**src/sv/dtad_pkg.sv**
```systemverilog
// Shared types, constants and codes for the dual-track alarm debouncer.
// No dependencies; imported by dtad_core and dual_track_alarm_debouncer.
`timescale 1ns / 1ps
`default_nettype none

package dtad_pkg;

    // Window length in frames and saturation cap of the run counters
    localparam int WINDOW_LEN = 100;
    localparam int COUNT_CAP  = 1023;

    localparam int RUN_W  = $clog2(COUNT_CAP + 1);   // run counter width
    localparam int WCNT_W = $clog2(WINDOW_LEN + 1);  // window count width

    // Register widths
    localparam int RUN_CFG_W = 10;
    localparam int WIN_CFG_W = 7;
    localparam int CFG_IDX_W = 2;

    // Result count field
    localparam int EVT_W = 10;
    localparam logic [EVT_W-1:0] EVENT_COUNT_MAX = 10'd1023;

    // Reset values of the registers
    localparam logic [RUN_CFG_W-1:0] RUN_ALARM_RST   = 10'd30;
    localparam logic [RUN_CFG_W-1:0] RUN_RELEASE_RST = 10'd60;
    localparam logic [WIN_CFG_W-1:0] WINDOW_CNT_RST  = 7'd30;

    typedef enum logic [CFG_IDX_W-1:0] {
        CFG_RUN_ALARM    = 2'd0,
        CFG_RUN_RELEASE  = 2'd1,
        CFG_WINDOW_COUNT = 2'd2
    } t_cfg_index;

    typedef enum logic [1:0] {
        SRC_NONE   = 2'd0,
        SRC_RUN    = 2'd1,
        SRC_WINDOW = 2'd2
    } t_source;

    typedef enum logic [1:0] {
        ST_NORMAL  = 2'b01,
        ST_ALARMED = 2'b10
    } t_state;

    typedef struct packed {
        logic [RUN_CFG_W-1:0] run_alarm;
        logic [RUN_CFG_W-1:0] run_release;
        logic [WIN_CFG_W-1:0] window_count;
    } t_cfg;

    typedef struct packed {
        logic [EVT_W-1:0] count;
        t_source          source;
        logic             alarm_active;
        logic             changed;
    } t_result;

    // Clip a count to the width of the result field
    function automatic logic [EVT_W-1:0] clip_count(input logic [31:0] value);
        logic [EVT_W-1:0] res;
        if (value > 32'(EVENT_COUNT_MAX)) begin
            res = EVENT_COUNT_MAX;
        end else begin
            res = value[EVT_W-1:0];
        end
        return res;
    endfunction

endpackage

`default_nettype wire

```
**src/sv/dtad_core.sv**
```systemverilog
// Debounce state: run counters, sliding window shift line and alarm state.
// Depends on dtad_pkg. Advances by one frame when i_step is high.
`timescale 1ns / 1ps
`default_nettype none

module dtad_core
    import dtad_pkg::*;
(
    input  wire logic    i_clk,
    input  wire logic    i_rst_n,
    input  wire logic    i_step,
    input  wire logic    i_anomaly,
    input  wire t_cfg    i_cfg,
    output t_result      o_result
);

    t_state              r_state,  n_state;
    logic [RUN_W-1:0]    r_arun,   n_arun;
    logic [RUN_W-1:0]    r_nrun,   n_nrun;
    logic [WINDOW_LEN-1:0] r_win,  n_win;
    logic [WCNT_W-1:0]   r_wcnt,   n_wcnt;

    logic [WCNT_W-1:0]   wcnt_aged;
    logic [RUN_W-1:0]    arun_inc;
    logic [RUN_W-1:0]    nrun_inc;
    logic                run_fire;
    logic                win_fire;
    logic                release_hit;
    t_result             res;

    always_comb begin
        // Window: oldest frame drops out of the far end, newest enters at bit 0
        wcnt_aged = (r_win[WINDOW_LEN-1] && (r_wcnt != '0)) ? r_wcnt - 1'b1 : r_wcnt;
        n_win     = {r_win[WINDOW_LEN-2:0], i_anomaly};
        n_wcnt    = wcnt_aged + WCNT_W'(i_anomaly);

        arun_inc = (r_arun < RUN_W'(COUNT_CAP)) ? r_arun + 1'b1 : r_arun;
        nrun_inc = (r_nrun < RUN_W'(COUNT_CAP)) ? r_nrun + 1'b1 : r_nrun;

        n_state = r_state;
        n_arun  = r_arun;
        n_nrun  = r_nrun;

        res.changed      = 1'b0;
        res.alarm_active = 1'b0;
        res.source       = SRC_NONE;
        res.count        = '0;

        run_fire    = 1'b0;
        win_fire    = 1'b0;
        release_hit = 1'b0;

        unique case (r_state)
            ST_NORMAL: begin
                n_arun   = i_anomaly ? arun_inc : '0;
                run_fire = 32'(n_arun) >= 32'(i_cfg.run_alarm);
                win_fire = 32'(n_wcnt) >= 32'(i_cfg.window_count);
                // run track wins when both fire
                priority if (run_fire) begin
                    res.source = SRC_RUN;
                    res.count  = clip_count(32'(n_arun));
                end else if (win_fire) begin
                    res.source = SRC_WINDOW;
                    res.count  = clip_count(32'(n_wcnt));
                end
                if (run_fire || win_fire) begin
                    res.changed = 1'b1;
                    n_state     = ST_ALARMED;
                    n_arun      = '0;
                    n_nrun      = '0;
                end
            end
            ST_ALARMED: begin
                n_nrun      = i_anomaly ? '0 : nrun_inc;
                release_hit = 32'(n_nrun) >= 32'(i_cfg.run_release);
                if (release_hit) begin
                    res.changed = 1'b1;
                    res.count   = clip_count(32'(n_nrun));
                    n_state     = ST_NORMAL;
                    n_nrun      = '0;
                    n_win       = '0;
                    n_wcnt      = '0;
                end
            end
            default: begin
                n_state = ST_NORMAL;
            end
        endcase

        res.alarm_active = (n_state == ST_ALARMED);
    end

    assign o_result = res;

    always_ff @(posedge i_clk) begin
        if (!i_rst_n) begin
            r_state <= ST_NORMAL;
            r_arun  <= '0;
            r_nrun  <= '0;
            r_win   <= '0;
            r_wcnt  <= '0;
        end else if (i_step) begin
            r_state <= n_state;
            r_arun  <= n_arun;
            r_nrun  <= n_nrun;
            r_win   <= n_win;
            r_wcnt  <= n_wcnt;
        end
    end

endmodule

`default_nettype wire

```
**src/sv/dual_track_alarm_debouncer.sv**
```systemverilog
// Top level of the dual-track alarm debouncer: stream ports, register file
// and result register. Depends on dtad_pkg and dtad_core.
`timescale 1ns / 1ps
`default_nettype none

//  Channel   Direction  Handshake                     Payload
//  s_axis    in         s_axis_tvalid/s_axis_tready   anomaly flag, one item per frame
//  m_axis    out        m_axis_tvalid/m_axis_tready   changed, state, source, count
//  cfg       in         i_cfg_wr_en (no wait)         index i_cfg_index, data i_cfg_wdata
//
//  One item in, one item out; a new item is taken every cycle while the
//  result register is empty or being emptied. The debounce state advances
//  and the result is registered at the accept edge. A stalled output holds
//  its item and back-pressures the input side. Synchronous active-low reset
//  clears the state, the window and the registers to their defaults; no
//  clearing pass is needed.

module dual_track_alarm_debouncer
    import dtad_pkg::*;
(
    input  wire logic                 i_clk,
    input  wire logic                 i_rst_n,

    input  wire logic                 s_axis_tvalid,
    output logic                      s_axis_tready,
    input  wire logic [7:0]           s_axis_tdata,   // [0] anomaly, [7:1] zero

    output logic                      m_axis_tvalid,
    input  wire logic                 m_axis_tready,
    output logic [15:0]               m_axis_tdata,   // [0] changed, [1] alarm_active,
                                                      // [3:2] event_source,
                                                      // [13:4] event_count, [15:14] zero

    input  wire logic                 i_cfg_wr_en,
    input  wire logic [CFG_IDX_W-1:0] i_cfg_index,
    input  wire logic [RUN_CFG_W-1:0] i_cfg_wdata
);

    t_cfg    r_cfg;
    t_result r_out;
    logic    r_out_valid;
    t_result core_res;
    logic    step;

    // Input taken while the result register is free or draining this cycle
    assign s_axis_tready = !r_out_valid || m_axis_tready;
    assign step          = s_axis_tvalid && s_axis_tready;

    // Register file: writes beyond the list are dropped
    always_ff @(posedge i_clk) begin
        if (!i_rst_n) begin
            r_cfg.run_alarm    <= RUN_ALARM_RST;
            r_cfg.run_release  <= RUN_RELEASE_RST;
            r_cfg.window_count <= WINDOW_CNT_RST;
        end else if (i_cfg_wr_en) begin
            unique case (i_cfg_index)
                CFG_RUN_ALARM:    r_cfg.run_alarm    <= i_cfg_wdata;
                CFG_RUN_RELEASE:  r_cfg.run_release  <= i_cfg_wdata;
                CFG_WINDOW_COUNT: r_cfg.window_count <= i_cfg_wdata[WIN_CFG_W-1:0];
                default: begin
                end
            endcase
        end
    end

    dtad_core u_core (
        .i_clk     (i_clk),
        .i_rst_n   (i_rst_n),
        .i_step    (step),
        .i_anomaly (s_axis_tdata[0]),
        .i_cfg     (r_cfg),
        .o_result  (core_res)
    );

    // Result register
    always_ff @(posedge i_clk) begin
        if (!i_rst_n) begin
            r_out_valid <= 1'b0;
        end else if (step) begin
            r_out_valid <= 1'b1;
        end else if (m_axis_tready) begin
            r_out_valid <= 1'b0;
        end
    end

    always_ff @(posedge i_clk) begin
        if (step) begin
            r_out <= core_res;
        end
    end

    assign m_axis_tvalid = r_out_valid;
    assign m_axis_tdata  = {2'b00, r_out.count, r_out.source, r_out.alarm_active,
                            r_out.changed};

endmodule

`default_nettype wire

```
**config.mk**
```make
export PLATFORM = sky130hd
export DESIGN_NAME = dual_track_alarm_debouncer
export DESIGN_NICKNAME = d
export VERILOG_FILES = /design/src/sv/dtad_pkg.sv /design/src/sv/dtad_core.sv /design/src/sv/dual_track_alarm_debouncer.sv
export SDC_FILE = /design/constraint.sdc
export NUM_CORES = 1
export LEC_CHECK = 0
export ABC_AREA = 1
export BUFFER_PORTS_ARGS = -buffer_cell sky130_fd_sc_hd__buf_4
export CAP_MARGIN = 20
export CORE_AREA = 4 4 157 144
export CTS_CLUSTER_SIZE = 8
export DETAILED_ROUTE_END_ITERATION = 10
export DIE_AREA = 0 0 161 148
export PLACE_DENSITY = 0.52
export SETUP_SLACK_MARGIN = 0.15
export SKIP_LAST_GASP = 1
export SYNTH_ARGS = -nofsm -noshare
export SYNTH_HDL_FRONTEND = slang
export SYNTH_SLANG_ARGS = --single-unit
```
**constraint.sdc**
```tcl
create_clock -name i_clk -period 3.38 [get_ports i_clk]
set_input_delay 0.845 -clock i_clk [delete_from_list [all_inputs] [get_ports i_clk]]
set_output_delay 0.845 -clock i_clk [all_outputs]
set_load 0.02 [all_outputs]
```
After elaboration in Yosys (flattened, before gate mapping). Index checks and enable logic that the tools add are counted.

Add/subtract/negate cells: 4. Multipliers: 0. Divide/modulo/power cells: 0. Order comparisons: 5. Eq/ne operators: 6. Shifts and indexed selects: 0. Multiplexer cells: 25. Bitwise gates (word level): 1. Reductions and logical operators: 15.

Operators by type and width (number): $mux 100 (2); $mux 10 (8); $pmux 10 s2 (2); $mux 7 (3); $add 10x1->10 const B (2); $ge 10x10->1 (2); $lt 10x10->1 const B (2); $mux 12 (1); $mux 9 (1); $reduce_and 2->1 (4); $add 7x1->7 (1); $ge 7x7->1 (1); $reduce_bool 7->1 (1); $sub 7x1->7 const B (1); $eq 2x2->1 const B (3); $eq 2x1->1 const B (2); $mux 1 (4); $mux 2 (2); $pmux 2 s2 (1); $reduce_bool 2->1 (2); $reduce_and 3->1 (1); $logic_and 1x1->1 (2); $logic_not 2->1 (1); $logic_or 1x1->1 (2); other kinds (5) (5).

Bits in registers: 171. Latch bits: 0. Memory bits (writable): 0. Bits in read-only memories: 0. Output and inout bits: 18. Word-level logic and storage cells: 70. Memories: 0.

Depth between registers and ports, before layout.
Depth after elaboration: 9. Mapped depth: 26. Mapped depth without buffers: 26.

Hierarchy. From an unflattened synthesis, not the netlist that was laid out.

Cell total of the unflattened synthesis: 1122. Area total of the unflattened synthesis: 8195.4 sq um.

By module, submodules not included: dtad_core (times used 1, cells an instance 945, area an instance 6491.2 sq um, sequential area each 2582.5 sq um); dual_track_alarm_debouncer (times used 1, cells an instance 177, area an instance 1704.1 sq um, sequential area each 980.9 sq um).

Worst setup path before layout. Ideal clock, no wire load.

Path kind: register -> register. From: reg u_core.r_wcnt[0]. To: reg r_out, in the netlist m_axis_tdata[4], data pin. Library setup time: 0.255 ns. Arrival time: 3.168 ns. Data required time: 3.125 ns. Setup slack: -0.043 ns. Stages on the path, launching flop included: 24. Buffers on the path: 0. Period minus slack after synthesis: 3.423 ns. Path through: dfxtp_1 inv_1 ha_1 inv_1 nor2_1 nand3_2 nand2_4 xor2_1 ha_1 ha_1 nand3_1 nor2_1 nand4_1 and2_1 ha_1 a21oi_1 o21a_1 nand2_1 nor2_1 nor2_1 nand2_1 o21ai_0 o21ai_0 inv_1.

RTL lines: start, declared (RTL line dtad_core.sv:21) `logic [WCNT_W-1:0] r_wcnt, n_wcnt;`; start signal, assigned (RTL line dtad_core.sv:107) `r_wcnt <= n_wcnt;`; end signal, assigned (RTL line dual_track_alarm_debouncer.sv:88) `r_out <= core_res;`; end, declared (RTL line dual_track_alarm_debouncer.sv:40) `t_result r_out;`.

==> results by group <==
Run status
  – Status: finished clean

Floorplanning
  – Initial Util: between 30% and 40%
  – Overall die height: around 150 um
  – I/O pin cnt: 43
  – Die Wd: around 160 um
  – FP Rows: 50
  – Die ar.: approximately 24000 sq um
  – Core Area: roughly 21000 sq um

Clock network
  – Worst-path clk slew: around 0.070 ns
  – TritonCTS Sinks: roughly 170
  – CTS tree: built
  – Worst-Skew Late Latency: between 0.4 and 0.5 ns
  – Max Buffers Root-to-Sink: 2
  – Root buffer cell: clkbuf_16
  – H-tree depth: 4
  – Post-CTS Hold Buffers: 0
  – TritonCTS Buffers: 17

Global routing
  – Largest net degree at the start of global routing: a little under 80
  – Initial antenna violation count: 0
  – Number of global-route vias before repair: about 6100
  – All-Layer GR Usage: about 16%
  – First-pass GRT wire length: 30500 um
  – Congestion Overflow GR: 0

Yosys
  – Adder-cell share of the synthesized area: under 10%
  – Ys flop type: dfxtp_1
  – Commonest cells post-synth: 363 x nand2_1, 169 x a21oi_1, 157 x dfxtp_1
  – Post-synthesis sequential area ratio: 45.2%
  – Asr flop ratio synth: 0%
  – Number of flops mapped to enable cells by yosys: 14
  – XOR/XNOR Fraction of Synth Area: approximately 1.1%
  – Synthesized cell area: 7890 sq um
  – Largest family of logic cells by synthesized area: simple AND/OR/NAND/NOR gates
  – Compound-Gate Fraction of Synth Area: ~15%
  – Synthesized area per cell: around 7.3 sq um
  – Yosys warns: 0
  – Synth cell types: 38
  – Top post-synthesis cells by area: dfxtp_1 40%, nand2_1 17%, a21oi_1 11%, ha_1 5.6%, edfxtp_1 5.3%
  – Top cell type's share of synthesized area: between 30% and 40%
  – Largest area contributor in the netlist: dfxtp_1
  – Cell with the most instances after synthesis: nand2_1
  – Gate Count Post-Synth: around 1100
  – Yosys reg bits: 171
  – Fraction of the mapped netlist area in simple logic gates: 25.1%
  – Multiplexer area fraction after synthesis: 0%

Layout
  – N_diodes: 0
  – Nets: ~1200
  – Final core occ: about 47%
  – Fraction of layout cells with a size suffix above 1: ~17%
  – Layout area overhead: 22.5%

STA
  – RSZ-0062 raised after global routing: yes
  – Worst-margin pin slew: ~0.71 ns
  – Hold Fails Final Rpt: 0
  – Final clock skew: between 0.01 and 0.015 ns
  – Fin Hold WS: around 0.46 ns
  – Relative slew slack: between 50% and 60%
  – Achievable Freq: a little over 300 MHz
  – Slew Viols, Final: 0
  – Final period util: approximately 96%
  – Tmin final: roughly 3.3 ns
  – Setup violations, final: 0

Power and ir drop
  – Flop pwr share: a little under half
  – Sw Ratio: 27.1%
  – Cell Pwr Density: between 400 and 500 nW/um^2
  – Clock share of power: 43.7%
  – Worst-case vdd ir drop: 231 uV
  – Comb power frac: 8.4%
  – P_int: around 3.2 mW
  – Static leakage: 3.92 nW
  – Total chip power: around 4.3 mW
  – Switching Power: around 1.2 mW

Worst setup path
  – Critical path peak fanout: 3
  – CP startpoint kind: flop
  – Reg2Reg Depth: 23
  – R2r setup slk: about 0.13 ns
  – Setup CP Type: reg -> reg
  – CP startpoint: u_core.r_wcnt[0]
  – Crit path capture type: flop
  – R2R Path Start: u_core.r_wcnt[0]
  – Reg-to-Reg End: m_axis_tdata[1]
  – Data arrival time of the critical path: about 3.4 ns
  – Required time of the critical path: around 3.6 ns

Place
  – Hpwl dp: around 13000 um
  – Final Wtd Congestion: around 0.8
  – IO Port Bufs: 33

Detailed routing
  – Via count: slightly below 7000
  – Starting DRT DRC Count: 487
  – 1st-pass router iterations: 5
  – Avg Vias per Cell: roughly 4.7
  – Antenna-violating nets left: 0
  – WL/cell: 12.9 um
  – Final WL: between 15000 and 20000 um
  – Drt drc: 0

Hold path
  – Hold_sp: u_core.r_win[72]
  – Worst hold path class: reg -> reg
  – Hold Crit Depth: 2
  – Worst Hold End: u_core.r_win[73]

Run
  – Max_cap viols: 0
[how the worst max path moves through the flow]
stage / endpoint / depth (start not counted)
finish: m_axis_tdata[1] / 23
global route: u_core.r_nrun[8] / 22
CTS: u_core.r_arun[4] / 23
detailed placement: u_core.r_arun[4] / 23
global placement: u_core.r_arun[8] / 23
floorplan: m_axis_tdata[4] / 23
[cells by family (layout without fill, tap and decap cells)]
group           Yosys count  after routing
compound gates          228            229
xor+xnor                 10             10
fa+ha+maj                35             35
buf+inv                 149            233
flops                   171            171
other cells               1              2
simple gates            480            482
[power by group through the flow]
stage	Clock [mW]	Sequential, mW	Combinational [mW]
finish	1.90	2.08	0.364
global route	2.04	2.09	0.399
detailed placement	0	2.13	0.342
global placement	0	2.13	0.343
CTS	1.94	2.08	0.352
floorplan	0	2.14	0.215
[what timing repair did]
| action | 4_1_cts | 5_1_grt |
|---|---|---|
| gates cloned | 1 | 2 |
| pin swaps | 18 | 19 |
| setup endpoints to repair | 31 | 141 |
| gates resized for setup | 23 | 25 |
| buffers inserted | 1 | 6 |
| endpoints found under the hold margin | 0 | 0 |
[layout make-up]
cell class	count	area, sq um
clock buffer	17	425
clock inverter	14	149
fill	2135	11100
inverter	99	375
multi-input combinational	758	3950
sequential	171	3570
tap	286	358
timing repair buffer	103	840
[critical path, cell delays in order, from the launching register on]
cell,delay [ns]
dfxtp_2,0.32
inv_2,0.05
ha_1,0.13
inv_1,0.04
nor2_2,0.10
nand3_2,0.09
nand2_4,0.08
xor2_1,0.15
ha_2,0.24
ha_4,0.15
nand3_4,0.07
nor2_4,0.10
nand4_1,0.12
and2_4,0.18
ha_4,0.22
a21oi_2,0.12
o21a_1,0.15
nand2_2,0.06
nor2_4,0.16
buf_4,0.14
buf_4,0.09
nand4_1,0.08
nand3_1,0.12
nor2_1,0.06
[layout by cell type (no fill, tap or decap), types with 3 or more instances in the layout]
cell type | netlist | routed
nor2_4 | 1 | 10
o21ai_0 | 33 | 30
nand3_1 | 36 | 31
nand4_1 | 10 | 10
nand2_2 | 1 | 4
dfxtp_1 | 157 | 153
nand2_1 | 363 | 358
nor2_2 | 7 | 7
ha_4 | 0 | 3
a21oi_1 | 169 | 162
buf_12 | 0 | 5
o211ai_1 | 15 | 15
nor3_1 | 9 | 9
inv_8 | 0 | 6
nand3_2 | 3 | 7
nand2_4 | 1 | 3
o21a_1 | 3 | 3
clkbuf_16 | 0 | 17
xor2_1 | 6 | 6
xnor2_1 | 4 | 4
ha_1 | 35 | 31
dfxtp_2 | 0 | 4
edfxtp_1 | 14 | 14
buf_4 | 3 | 97
o21ai_1 | 0 | 3
a21oi_2 | 3 | 9
inv_2 | 1 | 4
inv_1 | 96 | 92
nor2_1 | 42 | 35
[flip-flops by register name, indices dropped and copies added, names as in the netlist]
register        count
u_core.r_win      100
r_cfg              27
m_axis_tdata       14
u_core.r_arun      10
u_core.r_nrun      10
u_core.r_wcnt       7
u_core.r_state      2
m_axis_tvalid       1
[routing by layer]
metal	wire, um	track usage [%]
met1	9980	23.6
met2	7820	22.5
met3	656	3.46
met4	174	3.71
met5	0	0
[through the flow]
stage	cells	TNS, ns	worst slack (ns)	area (sq um)
after global placement	1407	-1.52	-0.0934	8830
after CTS	1440	0	0.0946	9520
after floorplan	1075	0	0.119	7910
after global routing	1448	-1.16	-0.0737	9660
final	1448	0	0.129	9660
after detailed placement	1407	-2.87	-0.179	8830
(Power assumes the default switching activity.)
